==> src/sv/mrr_pkg.sv <==
// Package for the Modbus RTU response receiver: word types, codes and the CRC-16 byte fold.
// Has no dependencies. All other files of the block import it.
package mrr_pkg;

  // Register indexes on the configuration port
  localparam logic CFG_TIMEOUT_TICKS = 1'b0;
  localparam logic CFG_RETRY_LIMIT   = 1'b1;

  // Register reset values
  localparam logic [15:0] TIMEOUT_TICKS_RESET = 16'd1000;
  localparam logic [3:0]  RETRY_LIMIT_RESET   = 4'd3;

  // Frame constants
  localparam logic [15:0] CRC_INIT     = 16'hFFFF;
  localparam logic [15:0] CRC_POLY     = 16'hA001;
  localparam logic [8:0]  LEN_UNKNOWN  = 9'h1FF;
  localparam logic [8:0]  LEN_FC03_HDR = 9'd5;
  localparam logic [8:0]  LEN_FC10     = 9'd8;
  localparam logic [8:0]  LEN_EXCEPT   = 9'd5;
  localparam logic [8:0]  FC_POS       = 9'd2;
  localparam logic [8:0]  DECODE_POS   = 9'd3;
  localparam logic [15:0] TICK_MAX     = 16'hFFFF;

  // Function codes
  localparam logic [7:0] FC_READ_HOLDING  = 8'h03;
  localparam logic [7:0] FC_WRITE_SINGLE  = 8'h06;
  localparam logic [7:0] FC_WRITE_MULTI   = 8'h10;
  localparam logic [7:0] FC_EXC_READ      = 8'h83;
  localparam logic [7:0] FC_EXC_WRITE     = 8'h86;

  typedef enum logic [1:0] {
    OP_START = 2'd0,
    OP_BYTE  = 2'd1,
    OP_TICK  = 2'd2
  } opcode_t;

  typedef enum logic [2:0] {
    ST_OK         = 3'd0,
    ST_CRC_ERR    = 3'd1,
    ST_TIMEOUT    = 3'd2,
    ST_UNKNOWN    = 3'd3,
    ST_RETRANSMIT = 3'd4
  } status_t;

  typedef enum logic {
    RX_IDLE = 1'b0,
    RX_BUSY = 1'b1
  } rx_state_t;

  typedef struct packed {
    opcode_t    opcode;
    logic [7:0] data_byte;
    logic [7:0] request_length;
  } req_word_t;

  typedef struct packed {
    status_t    status;
    logic [8:0] frame_length;
    logic [3:0] attempt_number;
  } rsp_word_t;

  // Current configuration, from register block to engine
  typedef struct packed {
    logic [15:0] timeout_ticks;
    logic [3:0]  retry_limit;
  } cfg_t;

  // Result of one item, from engine to output register
  typedef struct packed {
    logic      valid;
    rsp_word_t word;
  } result_t;

  // One byte folded into the reflected CRC-16, LSB first
  function automatic logic [15:0] crc_fold(input logic [15:0] crc, input logic [7:0] b);
    logic [15:0] c;
    c = crc ^ {8'h00, b};
    for (int k = 0; k < 8; k++) begin
      if (c[0]) begin
        c = (c >> 1) ^ CRC_POLY;
      end else begin
        c = c >> 1;
      end
    end
    return c;
  endfunction

endpackage

==> src/sv/modbus_rtu_response_receiver.sv <==
// Top level of the Modbus RTU response receiver: input register, frame engine, result register.
// Depends on mrr_pkg, mrr_cfg and mrr_engine.
//
//  channel | direction | handshake           | word
//  req     | in        | req_valid/req_stall | req_word_t (opcode, data_byte, request_length)
//  rsp     | out       | rsp_valid/rsp_stall | rsp_word_t (status, frame_length, attempt_number)
//  cfg     | in        | cfg_write           | cfg_index, cfg_data
//
// One word per cycle unless a stall on rsp holds the input register; each result is registered.
// The rate is set by the single engine pass between the input and result registers.
// A stall on rsp holds a word in the input register only when that word makes a result.
// Reset (rst, synchronous) idles the engine and loads the register defaults.
module modbus_rtu_response_receiver
  import mrr_pkg::*;
(
  input  logic        clk,
  input  logic        rst,
  input  logic        req_valid,
  output logic        req_stall,
  input  req_word_t   req_word,
  output logic        rsp_valid,
  input  logic        rsp_stall,
  output rsp_word_t   rsp_word,
  input  logic        cfg_write,
  input  logic        cfg_index,
  input  logic [15:0] cfg_data
);

  cfg_t      cfg;
  result_t   result;
  logic      stage_valid;
  req_word_t stage_word;
  logic      out_free;
  logic      advance;

  mrr_cfg u_cfg (
    .clk       (clk),
    .rst       (rst),
    .cfg_write (cfg_write),
    .cfg_index (cfg_index),
    .cfg_data  (cfg_data),
    .cfg       (cfg)
  );

  mrr_engine u_engine (
    .clk    (clk),
    .rst    (rst),
    .step   (stage_valid && advance),
    .item   (stage_word),
    .cfg    (cfg),
    .result (result)
  );

  // Staged word moves on unless it has a result and the output is full
  assign out_free  = !rsp_valid || !rsp_stall;
  assign advance   = !result.valid || out_free;
  assign req_stall = stage_valid && !advance;

  // Input register
  always_ff @(posedge clk) begin
    if (rst) begin
      stage_valid <= 1'b0;
    end else if (!req_stall) begin
      stage_valid <= req_valid;
    end
  end

  always_ff @(posedge clk) begin
    if (!req_stall && req_valid) begin
      stage_word <= req_word;
    end
  end

  // Result register
  always_ff @(posedge clk) begin
    if (rst) begin
      rsp_valid <= 1'b0;
    end else if (stage_valid && result.valid && out_free) begin
      rsp_valid <= 1'b1;
    end else if (!rsp_stall) begin
      rsp_valid <= 1'b0;
    end
  end

  always_ff @(posedge clk) begin
    if (stage_valid && result.valid && out_free) begin
      rsp_word <= result.word;
    end
  end

endmodule

==> src/sv/mrr_cfg.sv <==
// Configuration registers of the Modbus RTU response receiver.
// Depends on mrr_pkg for register indexes, reset values and cfg_t.
module mrr_cfg
  import mrr_pkg::*;
(
  input  logic        clk,
  input  logic        rst,
  input  logic        cfg_write,
  input  logic        cfg_index,
  input  logic [15:0] cfg_data,
  output cfg_t        cfg
);

  // Register writes, no read-back
  always_ff @(posedge clk) begin
    if (rst) begin
      cfg.timeout_ticks <= TIMEOUT_TICKS_RESET;
      cfg.retry_limit   <= RETRY_LIMIT_RESET;
    end else if (cfg_write) begin
      case (cfg_index)
        CFG_TIMEOUT_TICKS: cfg.timeout_ticks <= cfg_data;
        CFG_RETRY_LIMIT:   cfg.retry_limit   <= cfg_data[3:0];
        default: ;
      endcase
    end
  end

endmodule

==> src/sv/mrr_engine.sv <==
// Frame engine: attempt state, byte counting, CRC, length decode and tick timeout.
// Depends on mrr_pkg. Result is combinational from state, configuration and the staged word.
module mrr_engine
  import mrr_pkg::*;
(
  input  logic      clk,
  input  logic      rst,
  input  logic      step,
  input  req_word_t item,
  input  cfg_t      cfg,
  output result_t   result
);

  rx_state_t   state, state_next;
  logic [8:0]  byte_count;
  logic [8:0]  expected_length;
  logic [7:0]  function_code;
  logic [15:0] running_crc;
  logic [15:0] elapsed_ticks;
  logic [3:0]  attempt_count;
  logic [7:0]  saved_request_length;

  logic [8:0]  count_new;
  logic [15:0] crc_new;
  logic [8:0]  decoded_length;
  logic        fc_unknown;
  logic [8:0]  expected_new;
  logic        frame_done;
  logic [15:0] ticks_new;
  logic        expire;
  logic        retry_ok;
  logic        busy;

  assign busy = (state == RX_BUSY);

  // Byte path: saturating count, CRC fold
  assign count_new = (byte_count != LEN_UNKNOWN) ? byte_count + 9'd1 : byte_count;
  assign crc_new   = crc_fold(running_crc, item.data_byte);

  // Length decode from the stored function code, used at the third byte
  always_comb begin
    decoded_length = LEN_UNKNOWN;
    fc_unknown     = 1'b0;
    case (function_code) inside
      FC_READ_HOLDING:           decoded_length = LEN_FC03_HDR + {1'b0, item.data_byte};
      FC_WRITE_SINGLE:           decoded_length = {1'b0, saved_request_length};
      FC_WRITE_MULTI:            decoded_length = LEN_FC10;
      FC_EXC_READ, FC_EXC_WRITE: decoded_length = LEN_EXCEPT;
      default:                   fc_unknown     = 1'b1;
    endcase
  end

  assign expected_new = (count_new == DECODE_POS) ? decoded_length : expected_length;
  assign frame_done   = !(fc_unknown && count_new == DECODE_POS) &&
                        (count_new >= expected_new);

  // Tick path: saturating count, expiry and retry decision
  assign ticks_new = (elapsed_ticks != TICK_MAX) ? elapsed_ticks + 16'd1 : elapsed_ticks;
  assign expire    = (ticks_new >= cfg.timeout_ticks);
  assign retry_ok  = ({1'b0, attempt_count} + 5'd1) < {1'b0, cfg.retry_limit};

  // Next state
  always_comb begin
    state_next = state;
    case (item.opcode)
      OP_START: state_next = RX_BUSY;
      OP_BYTE: begin
        if (busy && ((fc_unknown && count_new == DECODE_POS) || frame_done)) begin
          state_next = RX_IDLE;
        end
      end
      OP_TICK: begin
        if (busy && expire && !retry_ok) begin
          state_next = RX_IDLE;
        end
      end
      default: ;
    endcase
  end

  // Result word
  always_comb begin
    result.valid               = 1'b0;
    result.word.status         = ST_OK;
    result.word.frame_length   = byte_count;
    result.word.attempt_number = attempt_count;
    case (item.opcode)
      OP_BYTE: begin
        result.word.frame_length = count_new;
        if (busy && fc_unknown && count_new == DECODE_POS) begin
          result.valid       = 1'b1;
          result.word.status = ST_UNKNOWN;
        end else if (busy && frame_done) begin
          result.valid       = 1'b1;
          result.word.status = (crc_new == 16'h0000) ? ST_OK : ST_CRC_ERR;
        end
      end
      OP_TICK: begin
        if (busy && expire) begin
          result.valid       = 1'b1;
          result.word.status = retry_ok ? ST_RETRANSMIT : ST_TIMEOUT;
        end
      end
      default: ;
    endcase
  end

  // Control state
  always_ff @(posedge clk) begin
    if (rst) begin
      state <= RX_IDLE;
    end else if (step) begin
      state <= state_next;
    end
  end

  // Attempt registers
  always_ff @(posedge clk) begin
    if (rst) begin
      byte_count           <= '0;
      expected_length      <= LEN_UNKNOWN;
      function_code        <= '0;
      running_crc          <= CRC_INIT;
      elapsed_ticks        <= '0;
      attempt_count        <= '0;
      saved_request_length <= '0;
    end else if (step) begin
      case (item.opcode)
        OP_START: begin
          attempt_count        <= '0;
          saved_request_length <= item.request_length;
          byte_count           <= '0;
          expected_length      <= LEN_UNKNOWN;
          function_code        <= '0;
          running_crc          <= CRC_INIT;
          elapsed_ticks        <= '0;
        end
        OP_BYTE: begin
          if (busy) begin
            byte_count      <= count_new;
            running_crc     <= crc_new;
            expected_length <= expected_new;
            if (count_new == FC_POS) begin
              function_code <= item.data_byte;
            end
          end
        end
        OP_TICK: begin
          if (busy) begin
            if (expire && retry_ok) begin
              // New attempt
              attempt_count   <= attempt_count + 4'd1;
              byte_count      <= '0;
              expected_length <= LEN_UNKNOWN;
              function_code   <= '0;
              running_crc     <= CRC_INIT;
              elapsed_ticks   <= '0;
            end else begin
              elapsed_ticks <= ticks_new;
            end
          end
        end
        default: ;
      endcase
    end
  end

endmodule

==> config.mk <==
export PLATFORM = sky130hd
export DESIGN_NAME = modbus_rtu_response_receiver
export DESIGN_NICKNAME = d
export VERILOG_FILES = /design/src/sv/mrr_pkg.sv /design/src/sv/modbus_rtu_response_receiver.sv /design/src/sv/mrr_cfg.sv /design/src/sv/mrr_engine.sv
export SDC_FILE = /design/constraint.sdc
export NUM_CORES = 1
export LEC_CHECK = 0
export ABC_AREA = 1
export BUFFER_PORTS_ARGS = -buffer_cell sky130_fd_sc_hd__buf_2
export CAP_MARGIN = 20
export CORE_MARGIN = 2
export CORE_UTILIZATION = 45
export CTS_CLUSTER_DIAMETER = 150
export DETAILED_ROUTE_END_ITERATION = 8
export SLEW_MARGIN = 20
export SYNTH_ARGS = -nofsm -noshare
export SYNTH_HDL_FRONTEND = slang
export SYNTH_HIERARCHICAL = 1
export SYNTH_SLANG_ARGS = --single-unit
==> constraint.sdc <==
create_clock -name clk -period 6.2 [get_ports clk]
set_input_delay 1.24 -clock clk [delete_from_list [all_inputs] [get_ports clk]]
set_output_delay 1.24 -clock clk [all_outputs]
set_load 0.005 [all_outputs]
==> flow_summary.rst <==
.. list-table::
   :header-rows: 1

   * - Metric
     - Value
   * - Outcome
     - complete, no violations
   * - Post-Synthesis Cells
     - 996
   * - Summed negative setup slack over all endpoints
     - 0 ns
   * - Die Area
     - 0.0171 mm^2
   * - Final cell utilization of the core
     - 0.524
   * - VDD IR-drop max
     - 0.193 mV
   * - Switching part of the total
     - 0.248
   * - Number of sinks handled by clock tree synthesis
     - 127
   * - Fillers
     - 1589
   * - Clock share of power
     - 0.490
   * - Flop and latch count out of synthesis
     - 127
   * - Post-CTS Hold Buffers
     - 0
   * - Residual DRC count
     - 0
   * - PortBufs
     - 57
   * - PD cells
     - 287 mW/mm^2
   * - Most common cell on crit path
     - nand2_1
   * - DP HPWL
     - 12000 um
   * - TritonCTS clock tree
     - yes
   * - Startpoint kind of the worst setup timing path
     - flop
   * - Layout area overhead
     - 14.6%
   * - Combined area of the multi-input logic cells
     - 0.00369 mm^2
   * - Commonest non-fill, non-tap cell in the layout
     - nand2_1
   * - Die width
     - 131 um
   * - Maximum number of pins on one net before global-route repair
     - 43
   * - Worst Hold Class
     - reg2reg
   * - Bufs on Longest Clock Path
     - 2
   * - Async SR Flop Fraction
     - 0
   * - Number of antenna cells inserted
     - 0
   * - Count of distinct cell types in the synthesized netlist
     - 44
   * - Pins Over Slew Limit
     - 0
   * - Routability congestion estimate from global placement
     - 0.857
   * - Average size of a mapped cell
     - 7.25 um^2
   * - Cell with the largest stage delay on the worst path
     - dfxtp_1
   * - Effective utilization at floorplan
     - 0.458
   * - CP Max Fanout
     - 11
   * - Normalized max-slew margin
     - 0.279
   * - Leading cell types in the layout, fill and taps excluded
     - 276 x nand2_1, 110 x inv_1, 109 x nor2_1
   * - Final setup vio count
     - 0
   * - DR WL/cell
     - 13.2 um
   * - Global-route wire length before repair
     - 27900 um
   * - Slew @ Worst Pin
     - 1.07 ns
   * - Vertical die dimension
     - 131 um
   * - Remaining antenna violation count after routing
     - 0
   * - I/O pin total
     - 58
   * - Setup Crit Path Kind
     - reg2out
   * - Clock Pin Slew Worst Setup and Hold Paths
     - 0.06 ns
   * - GRT Residual Overflow
     - 0
   * - Setup repair after global routing missed its margin
     - false
   * - Synthesized area
     - 0.00722 mm^2
   * - Sequential share of the synthesized area
     - 0.399
   * - Drt total wl
     - 16800 um
   * - Count of max-cap constraint violations
     - 0
   * - First-pass iteration count of the detailed router
     - 6
   * - Maximum clock skew at final layout
     - 0.00421 ns
   * - Net Sw Power
     - 0.589 mW
   * - Iter 0 DRT Violations
     - 429
   * - Share of the cycle needed by the critical path after routing
     - 0.862
   * - GRT Util Overall
     - 0.209
   * - Clock buffer count from CTS
     - 17
   * - Family with the most delay on the worst path
     - simple AND/OR/NAND/NOR gates
   * - Delay of the slowest cell on the worst path
     - 0.45 ns
   * - Data arrival time of the critical path
     - 4.11 ns
   * - Core Region
     - 0.0158 mm^2
   * - Antenna violations before repair
     - 0
   * - Number of setup buffers added after CTS
     - 0
   * - Net count of the mapped netlist
     - 1073
   * - Vias per cell
     - 4.96
   * - Fmax
     - 187 MHz
   * - Count of nets after finishing
     - 1119
   * - Post-synth EDFFs
     - 34
   * - Vias in the first global route
     - 5645
   * - # H-tree levels
     - 4
   * - Most common flop cell mapped by yosys
     - dfxtp_1
   * - Register cell area after layout
     - 0.00288 mm^2
   * - CTS root buf
     - clkbuf_16
   * - Power share of the combinational group
     - 0.121
   * - Synthesis Warnings
     - 6
   * - Buffers plus inverters on the worst setup path
     - 4
   * - Pleak
     - 3.76 nW
   * - Total of cells resized after clock tree synthesis
     - 0
   * - Clock latency reported for the late side of the worst-skew pair
     - 0.41 ns
   * - Shortest period the worst path allows
     - 5.35 ns
   * - Data required time of the critical path
     - 4.96 ns
   * - Critical Path Sink Type
     - output pin
   * - Fraction of final layout cells with drive strength greater than 1
     - 0.119
   * - Total number of vias
     - 6305
   * - Relative contribution of sequential cells to total power
     - 0.389
   * - Cell Rows
     - 46
   * - Final hold violations
     - 0
   * - Cells along the critical path
     - ha_1, inv_1, nor2_2, nand3_2, nand3_1, nor2_1, nand2_1, inv_1, nand2_1, nand2_1, inv_1, ha_1, a21oi_1, o21ai_0, nand2_1, nand3_1, o21ai_0, nand2_1, nand3_1, nand2_1, nand2_2, nor2_4, buf_2
   * - Cell-internal power
     - 1.79 mW
## power groups by stage
stage          clock (mW)  sequential (mW)  combinational, mW
2_1_floorplan           0            0.929              0.226
3_3_place_gp            0            0.942              0.286
3_5_place_dp            0            0.942              0.285
4_1_cts              1.19            0.925              0.288
5_1_grt              1.22            0.930              0.332
6_report             1.16            0.925              0.288
## worst reg2reg max path: cells and delay by family (launching register included)
family          cells  cell delay, ns
flops               1            0.45
simple gates       17            2.46
compound gates      5            0.83
buf+inv             5            0.94
fa+ha+maj           2            0.49
## cells by family (layout without fill, tap and decap cells)
group	after synthesis	after routing	synth area share
simple gates	509	509	0.307
buf+inv	148	207	0.0896
compound gates	146	146	0.104
flops	127	127	0.399
fa+ha+maj	37	37	0.0641
xor+xnor	29	29	0.0352
## state kept, by name, summed over array words and instances (netlist names)
register                       flops
u_engine/byte_count                9
rsp_word                          16
u_engine/saved_request_length      8
u_engine/elapsed_ticks            16
u_engine/running_crc              16
u_engine/busy                      1
u_engine/function_code             8
stage_valid                        1
u_cfg/cfg                         20
u_engine/expected_length           9
u_engine/attempt_count             4
stage_word                        18
rsp_valid                          1
## final timing paths
check | from | end | slack [ns] | cells past startpoint
worst min-delay path | u_cfg/cfg[13] | u_cfg/cfg[13] | 0.46 | 2
worst min register to register | u_cfg/cfg[13] | u_cfg/cfg[13] | 0.46 | 2
worst max-delay path | u_engine/byte_count[0] | req_stall | 0.85 | 23
worst max register to register | u_engine/byte_count[0] | u_engine/running_crc[11] | 0.97 | 29
## area by class of cell
cell class	instances	share of cell area
Multi-Input combinational cell	721	0.446
Sequential cell	127	0.349
Inverter	116	0.0527
Clock buffer	17	0.0514
Timing Repair Buffer	59	0.0363
Tap cell	216	0.0327
Clock inverter	15	0.0319
## synthesized netlist by cell type (3+ instances only)
master,count,area share
nor2_1,109,0.057
dfxtp_1,93,0.26
buf_4,6,0.0062
buf_6,5,0.0078
nand3b_1,3,0.0031
nand3_2,7,0.0097
edfxtp_1,34,0.14
inv_1,111,0.058
nor2_2,6,0.0052
xnor2_1,12,0.015
nor4_1,3,0.0026
xor2_1,17,0.021
or2_2,5,0.0043
ha_1,37,0.064
a21oi_1,81,0.056
nor2_4,5,0.0078
clkbuf_1,11,0.0057
buf_2,6,0.0042
inv_2,4,0.0021
nor3_1,5,0.0035
o21ai_0,56,0.039
nand3_1,64,0.044
nand4_1,12,0.010
nand2_2,4,0.0035
nand2_1,276,0.14
## stage by stage
step | power (mW) | cells | area [um^2] | worst slack, ns | hold WS, ns
3_3_place_gp | 1.23 | 1239 | 7580 | 1.18 | 0.443
4_1_cts | 2.40 | 1271 | 8270 | 0.860 | 0.461
2_1_floorplan | 1.16 | 996 | 7220 | 2.13 | 0.429
6_report | 2.38 | 1271 | 8270 | 0.853 | 0.461
5_1_grt | 2.48 | 1271 | 8270 | 0.196 | 0.490
3_5_place_dp | 1.23 | 1239 | 7580 | 1.03 | 0.446
## metal layers
metal  global-route usage  routed length, um  up-vias
met5                    0                  0        -
met4               0.0707                223        0
met3               0.0375                784       18
met2                0.306               7050      175
met1                0.311               8720     2804
li1                     -                  -     3308
(Power assumes the default switching activity.)
